## src/sv/ctt_pkg.sv

```systemverilog
`timescale 1ns / 1ps

package ctt_pkg;

  localparam int USER_SLOTS  = 16;
  localparam int TOKEN_SLOTS = 64;

  localparam int ID_W          = 32;
  localparam int CAPS_W        = 32;
  localparam int MODE_W        = 3;
  localparam int STATUS_W      = 3;
  localparam int LIVE_TOKENS_W = 7;
  localparam int LIVE_USERS_W  = 5;

  localparam int USER_AW   = (USER_SLOTS > 1) ? $clog2(USER_SLOTS) : 1;
  localparam int TOKEN_AW  = (TOKEN_SLOTS > 1) ? $clog2(TOKEN_SLOTS) : 1;
  localparam int MAX_SLOTS = (USER_SLOTS > TOKEN_SLOTS) ? USER_SLOTS : TOKEN_SLOTS;
  localparam int SCAN_W    = $clog2(MAX_SLOTS + 1);
  localparam int TCNT_W    = $clog2(TOKEN_SLOTS + 1);
  localparam int UCNT_W    = $clog2(USER_SLOTS + 1);

  localparam logic [SCAN_W-1:0] USER_LIMIT  = SCAN_W'(USER_SLOTS);
  localparam logic [SCAN_W-1:0] TOKEN_LIMIT = SCAN_W'(TOKEN_SLOTS);
  localparam logic [SCAN_W-1:0] USER_LAST   = SCAN_W'(USER_SLOTS - 1);
  localparam logic [SCAN_W-1:0] TOKEN_LAST  = SCAN_W'(TOKEN_SLOTS - 1);

  localparam logic [MODE_W-1:0] MODE_LOGIN  = 3'd0;
  localparam logic [MODE_W-1:0] MODE_VERIFY = 3'd1;
  localparam logic [MODE_W-1:0] MODE_REVOKE = 3'd2;
  localparam logic [MODE_W-1:0] MODE_ADD    = 3'd3;
  localparam logic [MODE_W-1:0] MODE_STATUS = 3'd4;

  localparam logic [STATUS_W-1:0] ST_OK          = 3'd0;
  localparam logic [STATUS_W-1:0] ST_NOT_FOUND   = 3'd1;
  localparam logic [STATUS_W-1:0] ST_TOKENS_FULL = 3'd2;
  localparam logic [STATUS_W-1:0] ST_USER_EXISTS = 3'd3;
  localparam logic [STATUS_W-1:0] ST_USERS_FULL  = 3'd4;

  localparam logic [ID_W-1:0]       ROOT_IDENT     = 32'd0;
  localparam logic [CAPS_W-1:0]     ROOT_CAPS      = 32'h0000_00FF;
  localparam logic [ID_W-1:0]       ADMIN_IDENT    = 32'd1;
  localparam logic [CAPS_W-1:0]     ADMIN_CAPS     = 32'h0000_003F;
  localparam logic [ID_W-1:0]       NEXT_IDENT_RST = 32'd1;
  localparam logic [UCNT_W-1:0]     USER_COUNT_RST = UCNT_W'(2);
  localparam logic [USER_SLOTS-1:0] USER_VALID_RST = USER_SLOTS'(2'b11);

  typedef struct packed {
    logic               en;
    logic [USER_AW-1:0] addr;
    logic [ID_W-1:0]    ident;
    logic [CAPS_W-1:0]  caps;
  } user_wr_t;

  typedef struct packed {
    logic              valid;
    logic [ID_W-1:0]   ident;
    logic [CAPS_W-1:0] caps;
  } user_rd_t;

  typedef struct packed {
    logic                set;
    logic                clr;
    logic [TOKEN_AW-1:0] addr;
    logic [ID_W-1:0]     ident;
    logic [ID_W-1:0]     owner;
    logic [CAPS_W-1:0]   caps;
  } token_wr_t;

  typedef struct packed {
    logic              valid;
    logic [ID_W-1:0]   ident;
    logic [ID_W-1:0]   owner;
    logic [CAPS_W-1:0] caps;
  } token_rd_t;

  typedef struct packed {
    logic [STATUS_W-1:0]      status;
    logic [ID_W-1:0]          issued;
    logic [ID_W-1:0]          owner;
    logic [CAPS_W-1:0]        caps;
    logic [LIVE_TOKENS_W-1:0] live_tokens;
    logic [LIVE_USERS_W-1:0]  live_users;
  } result_t;

endpackage

```

## src/sv/ctt_user_store.sv

```systemverilog
`timescale 1ns / 1ps

module ctt_user_store import ctt_pkg::*; (
  input  logic               clk_i,
  input  logic               rst_ni,
  input  logic [USER_AW-1:0] rd_addr_i,
  input  user_wr_t           wr_i,
  output user_rd_t           rd_o
);

  logic [ID_W-1:0]   ident_mem [USER_SLOTS];
  logic [CAPS_W-1:0] caps_mem  [USER_SLOTS];

  logic [USER_SLOTS-1:0] valid_q;
  logic [USER_SLOTS-1:0] written_q;
  logic                  rd_valid_q;
  logic                  rd_written_q;
  logic [USER_AW-1:0]    rd_addr_q;
  logic [ID_W-1:0]       rd_ident_q;
  logic [CAPS_W-1:0]     rd_caps_q;

  always_ff @(posedge clk_i or negedge rst_ni) begin
    if (!rst_ni) begin
      valid_q      <= USER_VALID_RST;
      written_q    <= '0;
      rd_valid_q   <= 1'b0;
      rd_written_q <= 1'b0;
    end else begin
      rd_valid_q   <= valid_q[rd_addr_i];
      rd_written_q <= written_q[rd_addr_i];
      if (wr_i.en) begin
        valid_q[wr_i.addr]   <= 1'b1;
        written_q[wr_i.addr] <= 1'b1;
      end
    end
  end

  always_ff @(posedge clk_i) begin
    rd_addr_q  <= rd_addr_i;
    rd_ident_q <= ident_mem[rd_addr_i];
    rd_caps_q  <= caps_mem[rd_addr_i];
    if (wr_i.en) begin
      ident_mem[wr_i.addr] <= wr_i.ident;
      caps_mem[wr_i.addr]  <= wr_i.caps;
    end
  end

  // Entries never written since reset read as the built-in admin user at slot 1 and as the root user elsewhere.
  always_comb begin
    rd_o.valid = rd_valid_q;
    if (rd_written_q) begin
      rd_o.ident = rd_ident_q;
      rd_o.caps  = rd_caps_q;
    end else if (rd_addr_q == USER_AW'(1)) begin
      rd_o.ident = ADMIN_IDENT;
      rd_o.caps  = ADMIN_CAPS;
    end else begin
      rd_o.ident = ROOT_IDENT;
      rd_o.caps  = ROOT_CAPS;
    end
  end

endmodule

```

## config.mk

```make
export PLATFORM = sky130hd
export DESIGN_NAME = ctt_user_store
export DESIGN_NICKNAME = d
export VERILOG_FILES = /design/src/sv/ctt_pkg.sv /design/src/sv/ctt_user_store.sv
export SDC_FILE = /design/constraint.sdc
export NUM_CORES = 1
export LEC_CHECK = 0
export BUFFER_PORTS_ARGS = -buffer_cell sky130_fd_sc_hd__buf_2
export CAP_MARGIN = 30
export CORE_MARGIN = 2
export CORE_UTILIZATION = 63
export DETAILED_ROUTE_END_ITERATION = 6
export MAX_ROUTING_LAYER = met4
export PLACE_DENSITY = 0.84
export SKIP_CTS_REPAIR_TIMING = 1
export SLEW_MARGIN = 40
export SYNTH_ARGS = -nofsm -noshare
export SYNTH_HDL_FRONTEND = slang
export SYNTH_SLANG_ARGS = --single-unit
```

## constraint.sdc

```tcl
create_clock -name clk_i -period 1.9 [get_ports clk_i]
set_clock_uncertainty 0.05 [all_clocks]
set_input_delay 0.095 -clock clk_i [delete_from_list [all_inputs] [get_ports clk_i]]
set_output_delay 0.095 -clock clk_i [all_outputs]
set_load 0.01 [all_outputs]
```

Word level (Yosys, flattened, before mapping)
Memory sizes are Yosys's and may differ from the RTL's. A register that Yosys moved wholly into a read port is not among the register bits.
Cells that the tools add are included.
Cells by class
  magnitude comparators: 3
  reduce and logical (&&, ||, !) cells: 1
  muxes and demuxes: 10
  bitwise logic cells: 2
  equality and inequality tests: 1
Operators with widths (count)
  two-way mux 64 bit: 1
  two-way mux 33 bit: 1
  OR 16 bit: 2
  < comparator 4 x 5 -> 1 bit, second input constant: 2
  binary-select mux 1 bit (select 4 bit): 2
  two-way mux 1 bit: 5
  demux 1 bit (select 4 bit): 1
  == test 4 x 1 -> 1 bit, second input constant: 1
  greater-or-equal comparator 4 x 1 -> 1 bit, second input constant: 1
  logical AND 1 bit: 1
Word-level totals
  logic and storage cells: 24
  input port bits: 75
  RAM bits: 1024
  register bits: 38
  memories: 2
  output and inout port bits: 65
Memory list
  caps_mem: depth 16, bits a word 32, read ports 1, clocked after Yosys merged registers in 1, wr ports 1, line ctt_user_store.sv:12  | logic [CAPS_W-1:0] caps_mem [USER_SLOTS];
  ident_mem: depth 16, bits a word 32, read ports 1, clocked after Yosys merged registers in 1, wr ports 1, line ctt_user_store.sv:11  | logic [ID_W-1:0] ident_mem [USER_SLOTS];

Logic depth before layout (Yosys ltp)
  word-level depth: 5
  mapped depth: 6
  mapped depth without buffers: 3

Least setup slack after synthesis
Ideal clock, no wire load.
  path kind: input port to flip-flop
  start point: in wr_i[66] (netlist bit)
  end point: mem caps_mem[3][0] (enable)
  cell stages on the path: 2
  slack: -1.924 ns
  arrival time: 3.286 ns
  library setup time: 0.488 ns
  data required time: 1.362 ns
  path buffers: 0
  cell sequence: or3b_2 nor2_1
RTL lines
  start, declared: line ctt_user_store.sv:7  | input user_wr_t wr_i,
  end, declared: line ctt_user_store.sv:12
No word-level cell before the write port.

==> out/results.tsv <==
metric	value	unit
drt pass-1 iters	5	
Relative slew margins	53.0	%
die height	260	microns
clock power share	41.0	%
die area	67800	sq um
warnings from Yosys	0	
failing checks	setup timing	
layout cell share with drive strength beyond 1	35.2	%
commonest cells after routing, fill and taps aside	edfxtp_1 (1024), mux4_2 (264), a22oi_1 (132), clkbuf_16 (113), buf_2 (92)	
final net count	2256	
Worst-path clk slew	0.06	ns
VDD IR max	0.000696	V
initial antenna violation count	10	
Crit path arrival time	1.91	ns
syn avg cell area	22.8	sq um
CP delay by family, top	flip-flops	
Root Buffer	clkbuf_16	
core area	65400	sq um
max cap viols	0	
power share of the combinational group	8.0	%
Final Non-Filler Cells	3149	
Rows	94	
number of global-route vias before repair	22100	
Worst Setup Start Kind	flip-flop	
worst path cell trace	buf_12 -> nor4_4 -> buf_4 -> a21oi_4 -> buf_6	
initial core utilization	63.4	%
sequential share of power	51.0	%
sw frac	22.7	%
RSZ-0062 raised after global routing	true	
CTS sink cnt	1126	
total power	55.2	mW
GPL Wtd Cong	0.804	
vias	22500	
post-DP HPWL	52300	microns
per-cell routed wire length	37.7	microns
P_int	42.7	mW
Final period util	108	%
DRT iter0 DRCs	4125	
Worst-Margin Slew	0.703	ns
status	finished, violations left	
Util after Layout	76.3	%
Die Wd	260	microns
Post-route DRC	0	
crit end category	output port	
All-Layer GR Usage	32.8	%
Pins Over Slew Limit	0	
crit path kind	reg -> out	
setup ws final	-0.155	ns
post-synthesis cell type count	26	
sequential-to-total area share from yosys stat	79.6	%
Hold Path Class	in -> reg	
Synth Net Count	1892	
Synth Register Bits	1126	
H-tree level count	3	
CP max FO	4	
total CTS buffers	105	
min cycle time layout	2.05	ns
Worst-Skew Late Latency	0.69	ns
largest net degree at the start of global routing	67	
# setup viols final	63	
drt total wl	119000	microns
CTS max path bufs	3	
Pleak	16.6	nW
first-pass GRT wire length	152000	microns
Crit path largest cell delay	0.51	ns
IO Port Bufs	139	
Net Sw Power	12.5	mW
Bufs and invs on worst path	3	
I/O pin cnt	140	
placed cells	2843	
GRT overflow	0	
Fmax	0.487	GHz
post-route ant nets	0	
P&R area growth vs syn	20.5	%
CTS tree	built	
fillcell total	2988	
vias per std cell	7.14	
Post-Synthesis Cells	1817	
CP max-delay cell	dfrtp_4	
power density over the cells	1110	nW/um^2
Critical Path RT	1.75	ns
Final Hold Viols	0	
Post-Synthesis Cell Area	41400	sq um
most common cell after layout, fill and taps aside	edfxtp_1	
[worst min-delay path, delay by kind of cell]
kind / cells / cell delay, ns
compound gates: 1 / 0.08
buf+inv: 1 / 0.22
mux: 1 / 0.27
simple gates: 1 / 0.07
[cell usage after synthesis]
master       n  share of area [%]
nand3b_1     2              0.036
mux4_2     264                 14
buf_1       12               0.11
dfrtp_1     32                1.9
nor2b_1      2              0.030
buf_2       12               0.14
a22oi_1    132                2.4
edfxtp_1  1024                 74
or3b_2       1              0.021
nor4_1       1              0.015
nand3_1      1              0.012
nand2b_1    23               0.35
nor2_1      11               0.10
inv_1        8              0.072
buf_6        3              0.082
nand2_1     67               0.61
clkbuf_1    43               0.39
or2_2       20               0.30
a21o_1       1              0.018
or3_1        4              0.060
a21oi_1      2              0.024
nor3b_1      1              0.018
dfstp_2      2               0.13
and2_1      56               0.85
buf_4       25               0.45
dfxtp_1     68                3.3
[stage by stage]
step	area (sq um)	hold slack, ns	TNS [ns]	setup WS [ns]
6_report	49900	0.0372	-4.00	-0.155
5_1_grt	49900	0.0669	-4.33	-0.171
4_1_cts	48300	-0.555	-13.71	-0.558
3_5_place_dp	44700	0.161	0	0.0386
3_3_place_gp	44700	0.124	0	0.104
2_1_floorplan	41500	-0.251	-327.10	-0.613
[final timing paths]
| kind | depth (start not counted) | slack [ns] | from | endpoint |
|---|---|---|---|---|
| setup / recovery | 5 | -0.15 | rd_written_q | rd_o[6] |
| hold / removal | 4 | 0.04 | rd_addr_i[0] | rd_caps_q[16] |
| setup reg to reg | 3 | 0.28 | ident_mem[11][17] | rd_ident_q[17] |
| hold reg to reg | 1 | 0.42 | valid_q[6] | valid_q[6] |
| max in group asynchronous | 4 | 1.16 | rst_ni | rd_written_q |
| min in group asynchronous | 4 | 0.43 | rst_ni | written_q[4] |
[flip-flops by register name, summed over array words and instances, names as in the netlist, 4 cells and up]
name,count
caps_mem,512
rd_caps_q,32
ident_mem,512
rd_ident_q,32
written_q,16
rd_addr_q,4
valid_q,16
[power groups by stage]
stage | clock network [mW] | logic [mW] | registers, mW
after floorplan | 0 | 1.78 | 28.4
after detailed placement | 0 | 3.16 | 28.6
after global placement | 0 | 3.03 | 28.5
after CTS | 22.3 | 3.30 | 28.1
final | 22.6 | 4.44 | 28.2
after global routing | 23.4 | 4.57 | 28.2
[per-layer routing]
layer	vias to the layer above	wire length [microns]	global-route usage [%]
met4	0	6290	11.6
met5	-	0	-
met1	11400	38500	43.3
li1	8342	-	-
met3	405	15500	7.59
met2	2325	58400	51.3
[area by class of cell]
type	instances	area [sq um]	share of cell area [%]
sequential	1126	33000	66.0
tap	864	1080	2.17
clock buffer	152	3050	6.10
timing repair buffer	352	3910	7.82
antenna	12	30.0	0.0601
inverter	8	52.6	0.105
multi-input combinational	588	8240	16.5
clock inverter	47	606	1.21
[cell families after synthesis]
kind of cell,synth area share (%)
flops,79.6
mux,14.4
simple gates,2.39
compound gates,2.43
buf+inv,1.25
(Power assumes the default switching activity.)
