[src/sv/ctt_pkg.sv]
`timescale 1ns / 1ps

package ctt_pkg;

  localparam int USER_SLOTS  = 16;
  localparam int TOKEN_SLOTS = 64;

  localparam int ID_W          = 32;
  localparam int CAPS_W        = 32;
  localparam int MODE_W        = 3;
  localparam int STATUS_W      = 3;
  localparam int LIVE_TOKENS_W = 7;
  localparam int LIVE_USERS_W  = 5;

  localparam int USER_AW   = (USER_SLOTS > 1) ? $clog2(USER_SLOTS) : 1;
  localparam int TOKEN_AW  = (TOKEN_SLOTS > 1) ? $clog2(TOKEN_SLOTS) : 1;
  localparam int MAX_SLOTS = (USER_SLOTS > TOKEN_SLOTS) ? USER_SLOTS : TOKEN_SLOTS;
  localparam int SCAN_W    = $clog2(MAX_SLOTS + 1);
  localparam int TCNT_W    = $clog2(TOKEN_SLOTS + 1);
  localparam int UCNT_W    = $clog2(USER_SLOTS + 1);

  localparam logic [SCAN_W-1:0] USER_LIMIT  = SCAN_W'(USER_SLOTS);
  localparam logic [SCAN_W-1:0] TOKEN_LIMIT = SCAN_W'(TOKEN_SLOTS);
  localparam logic [SCAN_W-1:0] USER_LAST   = SCAN_W'(USER_SLOTS - 1);
  localparam logic [SCAN_W-1:0] TOKEN_LAST  = SCAN_W'(TOKEN_SLOTS - 1);

  localparam logic [MODE_W-1:0] MODE_LOGIN  = 3'd0;
  localparam logic [MODE_W-1:0] MODE_VERIFY = 3'd1;
  localparam logic [MODE_W-1:0] MODE_REVOKE = 3'd2;
  localparam logic [MODE_W-1:0] MODE_ADD    = 3'd3;
  localparam logic [MODE_W-1:0] MODE_STATUS = 3'd4;

  localparam logic [STATUS_W-1:0] ST_OK          = 3'd0;
  localparam logic [STATUS_W-1:0] ST_NOT_FOUND   = 3'd1;
  localparam logic [STATUS_W-1:0] ST_TOKENS_FULL = 3'd2;
  localparam logic [STATUS_W-1:0] ST_USER_EXISTS = 3'd3;
  localparam logic [STATUS_W-1:0] ST_USERS_FULL  = 3'd4;

  localparam logic [ID_W-1:0]       ROOT_IDENT     = 32'd0;
  localparam logic [CAPS_W-1:0]     ROOT_CAPS      = 32'h0000_00FF;
  localparam logic [ID_W-1:0]       ADMIN_IDENT    = 32'd1;
  localparam logic [CAPS_W-1:0]     ADMIN_CAPS     = 32'h0000_003F;
  localparam logic [ID_W-1:0]       NEXT_IDENT_RST = 32'd1;
  localparam logic [UCNT_W-1:0]     USER_COUNT_RST = UCNT_W'(2);
  localparam logic [USER_SLOTS-1:0] USER_VALID_RST = USER_SLOTS'(2'b11);

  typedef struct packed {
    logic               en;
    logic [USER_AW-1:0] addr;
    logic [ID_W-1:0]    ident;
    logic [CAPS_W-1:0]  caps;
  } user_wr_t;

  typedef struct packed {
    logic              valid;
    logic [ID_W-1:0]   ident;
    logic [CAPS_W-1:0] caps;
  } user_rd_t;

  typedef struct packed {
    logic                set;
    logic                clr;
    logic [TOKEN_AW-1:0] addr;
    logic [ID_W-1:0]     ident;
    logic [ID_W-1:0]     owner;
    logic [CAPS_W-1:0]   caps;
  } token_wr_t;

  typedef struct packed {
    logic              valid;
    logic [ID_W-1:0]   ident;
    logic [ID_W-1:0]   owner;
    logic [CAPS_W-1:0] caps;
  } token_rd_t;

  typedef struct packed {
    logic [STATUS_W-1:0]      status;
    logic [ID_W-1:0]          issued;
    logic [ID_W-1:0]          owner;
    logic [CAPS_W-1:0]        caps;
    logic [LIVE_TOKENS_W-1:0] live_tokens;
    logic [LIVE_USERS_W-1:0]  live_users;
  } result_t;

endpackage

[src/sv/ctt_ctrl.sv]
`timescale 1ns / 1ps

module ctt_ctrl import ctt_pkg::*; (
  input  logic                clk_i,
  input  logic                rst_ni,
  input  logic                start_i,
  input  logic [MODE_W-1:0]   mode_i,
  input  logic [ID_W-1:0]     user_id_i,
  input  logic [ID_W-1:0]     token_key_i,
  input  logic [CAPS_W-1:0]   new_caps_i,
  input  user_rd_t            user_rd_i,
  input  token_rd_t           token_rd_i,
  output logic [USER_AW-1:0]  user_rd_addr_o,
  output user_wr_t            user_wr_o,
  output logic [TOKEN_AW-1:0] token_rd_addr_o,
  output token_wr_t           token_wr_o,
  output logic                busy_o,
  output logic                res_vld_o,
  output result_t             res_o
);

  localparam logic S_IDLE = 1'b0;
  localparam logic S_SCAN = 1'b1;

  logic                state_q, state_d;
  logic [MODE_W-1:0]   mode_q, mode_d;
  logic [ID_W-1:0]     uid_q, uid_d;
  logic [ID_W-1:0]     key_q, key_d;
  logic [CAPS_W-1:0]   new_caps_q, new_caps_d;
  logic [CAPS_W-1:0]   ucaps_q, ucaps_d;
  logic                tgt_token_q, tgt_token_d;
  logic                free_q, free_d;
  logic [SCAN_W-1:0]   issue_q, issue_d;
  logic                pend_q, pend_d;
  logic [SCAN_W-1:0]   cidx_q, cidx_d;
  logic [ID_W-1:0]     next_q, next_d;
  logic [TCNT_W-1:0]   tcnt_q, tcnt_d;
  logic [UCNT_W-1:0]   ucnt_q, ucnt_d;

  logic [SCAN_W-1:0] limit;
  logic [SCAN_W-1:0] last_idx;
  logic              cur_valid;
  logic [ID_W-1:0]   cur_ident;
  logic [ID_W-1:0]   want_ident;
  logic              hit;
  logic              scan_end;

  always_comb begin
    limit      = tgt_token_q ? TOKEN_LIMIT : USER_LIMIT;
    last_idx   = tgt_token_q ? TOKEN_LAST : USER_LAST;
    cur_valid  = tgt_token_q ? token_rd_i.valid : user_rd_i.valid;
    cur_ident  = tgt_token_q ? token_rd_i.ident : user_rd_i.ident;
    want_ident = tgt_token_q ? key_q : uid_q;
    if (free_q) begin
      hit = pend_q && !cur_valid;
    end else begin
      hit = pend_q && cur_valid && (cur_ident == want_ident);
    end
    scan_end = hit || (pend_q && (cidx_q == last_idx));
  end

  assign user_rd_addr_o  = issue_q[USER_AW-1:0];
  assign token_rd_addr_o = issue_q[TOKEN_AW-1:0];
  assign busy_o          = (state_q != S_IDLE);

  always_comb begin
    state_d     = state_q;
    mode_d      = mode_q;
    uid_d       = uid_q;
    key_d       = key_q;
    new_caps_d  = new_caps_q;
    ucaps_d     = ucaps_q;
    tgt_token_d = tgt_token_q;
    free_d      = free_q;
    issue_d     = issue_q;
    pend_d      = pend_q;
    cidx_d      = cidx_q;
    next_d      = next_q;
    tcnt_d      = tcnt_q;
    ucnt_d      = ucnt_q;
    user_wr_o   = '0;
    token_wr_o  = '0;
    res_vld_o   = 1'b0;
    res_o       = '0;

    unique case (state_q)
      S_IDLE: begin
        if (start_i) begin
          mode_d     = mode_i;
          uid_d      = user_id_i;
          key_d      = token_key_i;
          new_caps_d = new_caps_i;
          free_d     = 1'b0;
          issue_d    = '0;
          pend_d     = 1'b0;
          unique case (mode_i) inside
            MODE_LOGIN, MODE_ADD: begin
              tgt_token_d = 1'b0;
              state_d     = S_SCAN;
            end
            MODE_VERIFY, MODE_REVOKE: begin
              tgt_token_d = 1'b1;
              state_d     = S_SCAN;
            end
            MODE_STATUS: begin
              res_vld_o         = 1'b1;
              res_o.status      = ST_OK;
              res_o.live_tokens = LIVE_TOKENS_W'(tcnt_q);
              res_o.live_users  = LIVE_USERS_W'(ucnt_q);
            end
            default: begin
              res_vld_o    = 1'b1;
              res_o.status = ST_NOT_FOUND;
            end
          endcase
        end
      end
      S_SCAN: begin
        pend_d = (issue_q < limit);
        cidx_d = issue_q;
        if (issue_q < limit) begin
          issue_d = issue_q + SCAN_W'(1);
        end
        if (scan_end) begin
          pend_d  = 1'b0;
          issue_d = '0;
          unique case (mode_q)
            MODE_LOGIN: begin
              if (!free_q) begin
                if (hit) begin
                  ucaps_d     = user_rd_i.caps;
                  tgt_token_d = 1'b1;
                  free_d      = 1'b1;
                end else begin
                  res_vld_o    = 1'b1;
                  res_o.status = ST_NOT_FOUND;
                end
              end else if (hit) begin
                token_wr_o.set   = 1'b1;
                token_wr_o.addr  = cidx_q[TOKEN_AW-1:0];
                token_wr_o.ident = next_q;
                token_wr_o.owner = uid_q;
                token_wr_o.caps  = ucaps_q;
                next_d           = next_q + ID_W'(1);
                tcnt_d           = tcnt_q + TCNT_W'(1);
                res_vld_o        = 1'b1;
                res_o.status     = ST_OK;
                res_o.issued     = next_q;
              end else begin
                res_vld_o    = 1'b1;
                res_o.status = ST_TOKENS_FULL;
              end
            end
            MODE_VERIFY: begin
              res_vld_o = 1'b1;
              if (hit) begin
                res_o.status = ST_OK;
                res_o.owner  = token_rd_i.owner;
                res_o.caps   = token_rd_i.caps;
              end else begin
                res_o.status = ST_NOT_FOUND;
              end
            end
            MODE_REVOKE: begin
              res_vld_o    = 1'b1;
              res_o.status = ST_OK;
              if (hit) begin
                token_wr_o.clr  = 1'b1;
                token_wr_o.addr = cidx_q[TOKEN_AW-1:0];
                tcnt_d          = tcnt_q - TCNT_W'(1);
              end
            end
            MODE_ADD: begin
              if (!free_q) begin
                if (hit) begin
                  res_vld_o    = 1'b1;
                  res_o.status = ST_USER_EXISTS;
                end else begin
                  free_d = 1'b1;
                end
              end else if (hit) begin
                user_wr_o.en    = 1'b1;
                user_wr_o.addr  = cidx_q[USER_AW-1:0];
                user_wr_o.ident = uid_q;
                user_wr_o.caps  = new_caps_q;
                ucnt_d          = ucnt_q + UCNT_W'(1);
                res_vld_o       = 1'b1;
                res_o.status    = ST_OK;
              end else begin
                res_vld_o    = 1'b1;
                res_o.status = ST_USERS_FULL;
              end
            end
            default: begin
              res_vld_o    = 1'b1;
              res_o.status = ST_NOT_FOUND;
            end
          endcase
          if (res_vld_o) begin
            state_d = S_IDLE;
          end
        end
      end
      default: begin
        state_d = S_IDLE;
      end
    endcase
  end

  always_ff @(posedge clk_i or negedge rst_ni) begin
    if (!rst_ni) begin
      state_q     <= S_IDLE;
      mode_q      <= MODE_LOGIN;
      tgt_token_q <= 1'b0;
      free_q      <= 1'b0;
      issue_q     <= '0;
      pend_q      <= 1'b0;
      cidx_q      <= '0;
      next_q      <= NEXT_IDENT_RST;
      tcnt_q      <= '0;
      ucnt_q      <= USER_COUNT_RST;
    end else begin
      state_q     <= state_d;
      mode_q      <= mode_d;
      tgt_token_q <= tgt_token_d;
      free_q      <= free_d;
      issue_q     <= issue_d;
      pend_q      <= pend_d;
      cidx_q      <= cidx_d;
      next_q      <= next_d;
      tcnt_q      <= tcnt_d;
      ucnt_q      <= ucnt_d;
    end
  end

  always_ff @(posedge clk_i) begin
    uid_q      <= uid_d;
    key_q      <= key_d;
    new_caps_q <= new_caps_d;
    ucaps_q    <= ucaps_d;
  end

endmodule

[config.mk]
export PLATFORM = sky130hd
export DESIGN_NAME = ctt_ctrl
export DESIGN_NICKNAME = d
export VERILOG_FILES = /design/src/sv/ctt_pkg.sv /design/src/sv/ctt_ctrl.sv
export SDC_FILE = /design/constraint.sdc
export NUM_CORES = 1
export LEC_CHECK = 0
export ABC_AREA = 1
export BUFFER_PORTS_ARGS = -buffer_cell sky130_fd_sc_hd__buf_2
export CORE_AREA = 2 2 216 218
export CTS_CLUSTER_SIZE = 40
export DETAILED_ROUTE_END_ITERATION = 16
export DIE_AREA = 0 0 218 220
export PLACE_DENSITY = 0.5
export SYNTH_ARGS = -nofsm -noshare
export SYNTH_HDL_FRONTEND = slang
export SYNTH_SLANG_ARGS = --single-unit
[constraint.sdc]
create_clock -name clk_i -period 11.35 [get_ports clk_i]
set_input_delay 2.27 -clock clk_i [delete_from_list [all_inputs] [get_ports clk_i]]
set_output_delay 2.27 -clock clk_i [all_outputs]
set_load 0.01 [all_outputs]
; Word level (Yosys, flattened, before mapping)
; Cells that the tools add are included.
[op_classes]
n_addsub = 5
magnitude_cmp = 1
eq_ne = 20
muxes = 78
bitwise = 2
n_reduce_logical = 21
[ops]
columns = operator, n
row1 = 2-to-1 mux 69 bit, 5
row2 = 2-to-1 mux 104 bit, 2
row3 = 2-to-1 mux 102 bit, 2
row4 = 2-to-1 mux 96 bit, 2
row5 = 2-to-1 mux 32 bit, 5
row6 = 2-to-1 mux 64 bit, 2
row7 = 2-to-1 mux 99 bit, 1
row8 = 2-to-1 mux 7 bit, 8
row9 = 2-to-1 mux 12 bit, 3
row10 = adder 32 x 1 -> 32 bit (second input constant), 1
row11 = equality test 32 bit, 1
row12 = 2-to-1 mux 1 bit, 29
row13 = case mux 7 bit (2 select lines), 2
row14 = case mux 1 bit (2 select lines), 8
row15 = AND reduction 5 bit, 3
row16 = adder 7 x 1 -> 7 bit (second input constant), 2
row17 = equality test 3 x 2 -> 1 bit (second input constant), 4
row18 = case mux 3 bit (4 select lines), 1
row19 = case mux 6 bit (2 select lines), 1
row20 = AND reduction 6 bit, 2
row21 = inequality test 2 bit (second input constant), 5
row22 = inequality test 3 x 1 -> 1 bit (second input constant), 3
row23 = equality test 7 x 6 -> 1 bit, 1
row24 = less-than comparator 7 bit, 1
row25 = 20 further kinds, 33
[totals]
reg_bits = 193
inputBits = 264
out_inout_bits = 296
wordCells = 141

; Depth between registers and ports, before layout
; Gate-level depths: netlist of the first run.
[logic_depth]
word_depth = 12
depth_mapped = 17
ltp_nobuf = 16

; Least setup slack after synthesis of the first run
; No wires, ideal clock.
[synth_timing]
kind = input to output
from = in start_i
to = out res_o[10] (netlist bit)
t_arrival_ps = 7696
t_required_ps = 9080
slack_ps = 1384
path_stages = 7
n_path_buf = 1
path_cell_list = inv_1 > nor2_1 > inv_1 > nor2_1 > inv_1 > clkbuf_1 > nor3_1
[synth_lines]
columns = element, line_no
row1 = "start, declared", ctt_ctrl.sv:6  ; input logic start_i,
row2 = "end, declared", ctt_ctrl.sv:19  ; output result_t res_o

==> results.ini, run 1 <==
[global_routing]
grt_start_max_net_pins = 66
grt_overflow = 0
grt_pass1_wl_um = 59000
grt_pass1_vias = 9617
grt_use_total = 0.171
antenna_found_initial = 15

[clocking]
cts_resized = 0
clockRootBuffer = clkbuf_16
htreeDepth = 4
cts_buffers = 17
clock-sinks = 193
clk_path_buf_depth = 2
postCtsSetupRepairBufs = 0
clkTransAtPathRegs_ps = 70
clock_latency_ps = 490
hold_buffers = 0
cts_tree = built

[sta]
fin_worst_skew_ps = 16.4
hold_viol = 0
worst_pin_slew_ps = 1090
fin_tns_setup_ps = 0
fmax_mhz = 140
relSlewSlack = 0.269
fin_crit_ps = 7130
finalCritPeriodShare = 0.628
rsz0062_at_grt = no
report.final.slew_viol_count = 0
finalSetupViolations = 0

[synth]
synth-seq-area-share = 0.511
yosys_warnings = 0
yosysTopAreaCell = edfxtp_1
async_flop_share = 0.337
synth_cells = 1198
synth_area_leaders = edfxtp_1 36%, dfrtp_1 15%, nand2_1 8.0%
synth_cell_type_count = 38
synth_area_um2 = 10700
synth-seq-cells = 193
synth_fp_nets = 1472
synth_top_flop_cell = edfxtp_1
synth_edf_count = 128
synth_top_area_frac = 0.359
syn_avg_cell_area_um2 = 8.94

[worst_setup_path]
required_ps = 9080
startpoint_type = primary input
worstPathMaxFanout = 51
critPathKind = in -> out
worstPathArrival_ps = 4860
endpoint_kind = output pin
ff2ff_setup_slack_ps = 7580

[pwr]
powerDensity_nw_per_um2 = 128
p_sw_frac = 0.322
clkPwrFrac = 0.335
power_uw = 1840
leakagePower_uw = 0.00721
p_switching_uw = 592
p_seq_frac = 0.468
p_int_uw = 1250
pwr-share-comb = 0.196
peakVddDrop_mv = 0.122

[layout]
stdcell_count = 2325
nNetsFinal = 1972
drive_gt1_frac = 0.383
area_growth_pct = 34.5
fin_util = 0.314

[run]
max-cap-violations = 0

[floorplan]
die_x_um = 218
rows = 79
start_util = 0.234
die_h_um = 220
die_area_um2 = 48000
io_pins = 560
core_um2 = 45900

[placed_design]
gp_congestion = 0.875
io_buffers = 559
dp_hpwl_um = 33800
dp_cells = 2286

[hold_path]
min_path_type = reg -> reg

[detailed_routing]
drc_errors = 0
num_vias = 9929
wl_per_cell_um = 18.0
firstDrtPassIters = 5
ant_nets = 0
wl_um = 41800
viasPerCell = 4.27
drt_iter0_drc = 494

[outcome]
status = finished clean

-- metrics by stage --
stage	hold slack [ps]	instance area [um2]	worst slack (ps)
final	481	14400	4220
after CTS	487	14400	4140
after global routing	528	14400	3900
after global placement	457	13800	4230
after detailed placement	466	13800	4140
after floorplan	442	10700	1380
-- cell families (layout without fill, tap and decap cells) --
kind of cell    count (synthesis)  in the layout  share of synthesized area
buf+inv                       264            777                      0.113
simple gates                  606            606                      0.273
fa+ha+maj                      10             10                     0.0124
xor+xnor                       88             88                     0.0719
flops                         193            193                      0.511
compound gates                 37             37                     0.0183
other cells                     0              7                          0
-- power groups by stage --
stage / sequential (uW) / clock [uW] / combinational, uW
6_report: 861 / 616 / 361
5_1_grt: 869 / 660 / 412
4_1_cts: 862 / 638 / 368
3_5_place_dp: 877 / 0 / 366
3_3_place_gp: 876 / 0 / 360
2_1_floorplan: 861 / 0 / 250
-- Yosys cell counts (all sizes together), types with 26 or more instances --
master  count
xor2       55
o21ai      27
nor3       72
buf        62
clkbuf     26
xnor2      33
dfrtp      63
nand2     230
nand3      27
edfxtp    128
nor2      188
nor3b      64
inv       175
-- worst paths after layout --
path,startpoint,to,cells after the start
max in group asynchronous,rst_ni,next_q[30],2
worst max-delay path,user_rd_i[56],user_wr_o[63],14
worst min-delay path,tcnt_q[0],tcnt_q[0],2
min in group asynchronous,rst_ni,ucnt_q[4],2
worst min register to register,tcnt_q[0],tcnt_q[0],2
worst max register to register,busy_o,next_q[16],9
-- worst max-delay path: stages --
cell,delay (ps)
buf_2,120
xnor2_1,180
nand4_1,160
nor2_1,270
nand3_1,110
nand2_1,180
nand3_2,160
nand3_2,170
nand2_2,90
inv_2,120
nand2_4,120
buf_4,330
nor3_1,280
buf_2,190
-- flip-flops by register name (all words and copies together), names as in the netlist --
register	flops
key_q	32
free_q	1
ucaps_q	32
busy_o	1
cidx_q	7
issue_q	7
pend_q	1
tcnt_q	7
uid_q	32
mode_q	3
tgt_token_q	1
new_caps_q	32
next_q	32
ucnt_q	5
-- cell type report --
| cell class | instances | area (um2) |
|---|---|---|
| fillers | 4887 | 31500 |
| flip-flops and latches | 193 | 5470 |
| multi-input cells | 741 | 4050 |
| repair buffers | 569 | 2870 |
| well taps | 607 | 759 |
| inverters | 176 | 662 |
| clock buffers | 18 | 429 |
| clock inverters | 14 | 145 |
| diodes | 7 | 17.5 |
-- placed cells by master (no fill, tap or decap), types with 2 or more instances in the layout --
master and count:
buf_2 559, nand2_1 225, nor2_1 182, inv_1 167
edfxtp_1 128, nor3b_1 64, dfrtp_1 63, xor2_1 55
nor3_1 47, xnor2_1 33, o21ai_0 26, nand3_1 23
nor3_2 23, clkbuf_16 17, nand4_1 14, buf_4 10
ha_1 9, diode_2 7, inv_2 7, a21oi_1 6
nor2_4 4, nand2_2 4, nand3_2 4, inv_6 4
nor4_2 3, nand3b_1 3, inv_8 3, clkinv_4 3
clkinv_2 2, a211oi_1 2, nor3_4 2, a31oi_1 2
nor2_2 2, nor4_1 2, clkinvlp_4 2, dfstp_2 2
-- layer usage --
layer | routed length [um] | track usage | vias up
met2 | 21900 | 0.319 | 454
met5 | 51 | 0 | -
li1 | - | - | 4769
met4 | 1190 | 0.0723 | 10
met1 | 15500 | 0.179 | 4636
met3 | 3210 | 0.0476 | 60
Note: power is estimated with default switching activity, not from simulation.
==> inputs of run 2 (changes only) <==
- PLACE_DENSITY: 0.5 -> 0.52
- clock period: 11.35 -> 5.8 ns (I/O delays scaled with it)
==> results.ini, run 2 (same netlist as run 1, synthesis figures left out) <==
[outcome]
status = finished clean

[clocking]
clkTransAtPathRegs_ps = 80
hold_buffers = 0
clockRootBuffer = clkbuf_16
cts_tree = built
postCtsSetupRepairBufs = 0
cts_buffers = 17
clock-sinks = 193
clk_path_buf_depth = 2
htreeDepth = 4
clock_latency_ps = 490
cts_resized = 0

[worst_setup_path]
startpoint_type = primary input
max_stage_delay_ps = 390
critPathKind = in -> out
cp.buffers_inverters = 5
cp_cell_sequence = buf_2 > inv_1 > nand2_1 > nand3_1 > nor2_1 > nand2_1 > nor2_1 > nand3_1 > nand2_1 > nand3_2 > nand3_2 > nand2_2 > inv_2 > nand2_4 > buf_12 > nor3_1 > buf_2
required_ps = 4640
endpoint_kind = output pin
worstPathArrival_ps = 4070
slowest_stage = nor3_1
path_delay_family = simple AND/OR/NAND/NOR gates
crit_top_cell = nand2_1
worstPathMaxFanout = 43

[floorplan]
start_util = 0.234
die_area_um2 = 48000
rows = 79
io_pins = 560
die_h_um = 220
core_um2 = 45900
die_x_um = 218

[pwr]
power_uw = 3670
powerDensity_nw_per_um2 = 254
leakagePower_uw = 0.00725
peakVddDrop_mv = 0.248

[global_routing]
antenna_found_initial = 18
grt_pass1_wl_um = 59500
grt_overflow = 0
grt_start_max_net_pins = 68
grt_use_total = 0.172
grt_pass1_vias = 9867

[detailed_routing]
viasPerCell = 4.30
num_vias = 10012
ant_nets = 0
wl_um = 42100
drt_iter0_drc = 388
firstDrtPassIters = 5
drc_errors = 0
wl_per_cell_um = 18.1

[layout]
area_growth_pct = 35.2
drive_gt1_frac = 0.385
nNetsFinal = 1976
layout_common_cells = 559 x buf_2, 225 x nand2_1, 182 x nor2_1
stdcell_area_um2 = 14500
final_common_cell = buf_2
fin_util = 0.316

[sta]
rsz0062_at_grt = no
fin_tns_setup_ps = 0
fin_crit_ps = 5230
hold_viol = 0
fin_worst_skew_ps = 15.2
finalCritPeriodShare = 0.903
finalSetupViolations = 0
relSlewSlack = 0.390
report.final.slew_viol_count = 0
setup_ws_ps = 565
worst_pin_slew_ps = 915
fmax_mhz = 191

[placed_design]
pre_cts_slack_ps = 371
io_buffers = 559
gp_congestion = 0.873
dp_hpwl_um = 34300
placed_area_um2 = 13900

[hold_path]
min_path_type = reg -> reg

[run]
max-cap-violations = 0

-- run 2: where the power goes --
part / switching, uW / total, uW / internal, uW / leakage [uW]
Combinational: 479 / 733 / 254 / 0.00505
Sequential: 88.0 / 1670 / 1580 / 0.00191
Clock: 611 / 1270 / 654 / 0.000298
Total: 1180 / 3670 / 2490 / 0.00725
-- run 2: per-layer routing --
layer	GRT usage	vias to the layer above	part of all wire
met1	0.177	4700	0.36
met5	0	-	0.0033
met2	0.315	441	0.52
li1	-	4786	-
met4	0.0832	20	0.032
met3	0.0553	65	0.078
-- run 2: final cells by class --
cell class | count | area [um2]
clock inverters | 15 | 184
well taps | 607 | 759
flip-flops and latches | 193 | 5470
diodes | 6 | 15.0
inverters | 176 | 662
fillers | 4902 | 31400
clock buffers | 17 | 425
repair buffers | 573 | 2920
multi-input cells | 741 | 4050
-- run 2: through the flow --
stage / hold WS, ps / instances
floorplan: 442 / 1198
detailed placement: 462 / 2290
global placement: 457 / 2290
CTS: 482 / 2322
global route: 525 / 2327
finish: 481 / 2328
-- run 2: worst register-to-register path, stage by stage, from the launching register on --
cell      delay [ps]
dfrtp_1          460
or2_1            250
o21ai_2          110
nand3_2          320
nor2_4           220
clkinv_2         470
nor2_2           450
nand4_1          210
nor3_2           270
nand3_1          130
xor2_1           160
-- run 2: final timing paths --
path / cells past startpoint / end / slack [ps] / start
min reg2reg: 2 / tcnt_q[0] / 480 / tcnt_q[0]
max in group asynchronous: 2 / next_q[0] / 4050 / rst_ni
min in group asynchronous: 1 / tcnt_q[4] / 750 / rst_ni
max reg2reg: 10 / next_q[16] / 2640 / tgt_token_q
max: 17 / user_wr_o[62] / 570 / token_rd_i[94]
min: 2 / tcnt_q[0] / 480 / tcnt_q[0]
==> inputs of run 3 (changes only) <==
- RECOVER_POWER: not set -> 100
- SLEW_MARGIN: not set -> 5
==> results.ini, run 3 (same netlist as run 1, synthesis figures left out) <==
[pwr]
pwr-share-comb = 0.196
leakagePower_uw = 0.00592
clkPwrFrac = 0.345
powerDensity_nw_per_um2 = 261
p_int_uw = 2480
p_switching_uw = 1170
peakVddDrop_mv = 0.248
p_sw_frac = 0.321
p_seq_frac = 0.458

[sta]
fin_worst_skew_ps = 15.3
worst_pin_slew_ps = 2090
fin_tns_setup_ps = 0
finalSetupViolations = 0
rsz0062_at_grt = no
finalCritPeriodShare = 0.930
hold-worst-slack_ps = 482
relSlewSlack = -0.395
report.final.slew_viol_count = 205
fin_crit_ps = 5390
hold_viol = 0
fmax_mhz = 185

[detailed_routing]
viasPerCell = 4.27
ant_nets = 0
drc_errors = 0
wl_per_cell_um = 18.2
drt_iter0_drc = 406
firstDrtPassIters = 5
num_vias = 9944
wl_um = 42300

[layout]
seqCellArea_um2 = 5470
layout_common_cells = 306 x clkbuf_1, 261 x buf_2, 226 x nand2_1
area_growth_pct = 30.6
fillCellCount = 5053
drive_gt1_frac = 0.199
nNetsFinal = 1976
multi_input_area_um2 = 3970
final_common_cell = clkbuf_1

[clocking]
clkTransAtPathRegs_ps = 80
cts_resized = 0
clock_latency_ps = 490
cts_tree = built
hold_buffers = 0
cts_buffers = 17
clk_path_buf_depth = 2
postCtsSetupRepairBufs = 0
htreeDepth = 4
clock-sinks = 193
clockRootBuffer = clkbuf_16

[worst_setup_path]
max_stage_delay_ps = 530
path_delay_family = simple AND/OR/NAND/NOR gates
worstPathArrival_ps = 4230
required_ps = 4640
startpoint_type = primary input
critPathKind = in -> out
reg2regPathDepth = 4
cp-startpoint = user_rd_i[64]
ff2ff_setup_slack_ps = 1160
cp_cell_sequence = buf_2 > or2_0 > o21ai_2 > nand3_1 > buf_4 > nand3_2 > nand2_1 > inv_2 > nand2_4 > buf_12 > nor3_1 > clkbuf_1
r2r-end = uid_q[26]
cp-endpoint = user_wr_o[62]
endpoint_kind = output pin
cp.buffers_inverters = 5
slowest_stage = buf_4
worstPathMaxFanout = 43
rr_startpoint = busy_o
cp.depth = 12

[global_routing]
grt_use_total = 0.172
antenna_found_initial = 17
grt_pass1_vias = 9867
grt_overflow = 0
grt_pass1_wl_um = 59500
grt_start_max_net_pins = 68

[floorplan]
die_x_um = 218
start_util = 0.234
die_area_um2 = 48000
rows = 79
die_h_um = 220
core_um2 = 45900
io_pins = 560

[placed_design]
gp_congestion = 0.873
dp_hpwl_um = 34300
io_buffers = 559

[hold_path]
hold_path_depth = 2
min_path_type = reg -> reg

[outcome]
status = finished with violations
violations = max-capacitance violations, max-slew violations

[run]
max-cap-violations = 5

## run 3: cell types whose count changed in the layout (fill, tap and decap cells not counted), sizes merged
cell and change:
clkbuf +308, buf -308
## run 3: worst min-delay path by stage
stage          startpoint         to  slack [ps]
2_1_floorplan   tcnt_q[0]  tcnt_q[0]         440
3_3_place_gp    tcnt_q[0]  tcnt_q[0]         460
3_5_place_dp    tcnt_q[0]  tcnt_q[0]         460
4_1_cts         tcnt_q[0]  tcnt_q[0]         480
5_1_grt         tcnt_q[0]  tcnt_q[0]         520
6_report        tcnt_q[0]  tcnt_q[0]         480
## run 3: area by class of cell
class                   instances  share of cell area
multi-input cells             741               0.284
inverters                     176              0.0473
flip-flops and latches        193               0.391
clock buffers                  17              0.0304
diodes                          6             0.00107
well taps                     607              0.0543
clock inverters                15              0.0131
repair buffers                573               0.179
## run 3: tightest hold or removal path: cells and delay by family (launching register included)
family | cells | cell delay [ps]
flops | 1 | 350
simple gates | 2 | 100
## run 3: power by group through the flow
stage	registers (uW)	logic (uW)	clock network (uW)
floorplan	1680	490	0
global placement	1700	727	0
detailed placement	1700	739	0
CTS	1670	744	1310
global route	1690	823	1350
finish	1680	718	1260
## run 3: through the flow
| stage | total power (uW) | utilization | cell area, um2 | std cells | setup WS [ps] |
|---|---|---|---|---|---|
| after floorplan | 2170 | - | 10700 | 1198 | 440 |
| after global placement | 2430 | 0.302 | 13900 | 2290 | 352 |
| after detailed placement | 2440 | 0.302 | 13900 | 2290 | 371 |
| after CTS | 3730 | 0.315 | 14500 | 2322 | 379 |
| after global routing | 3870 | 0.305 | 14000 | 2327 | 166 |
| final | 3660 | 0.305 | 14000 | 2328 | 408 |
## run 3: per-layer routing
metal	GRT usage	wire [um]	up-vias
li1	-	-	4781
met1	0.177	15500	4643
met2	0.315	22200	437
met3	0.0553	3330	63
met4	0.0832	1180	20
met5	0	147	-
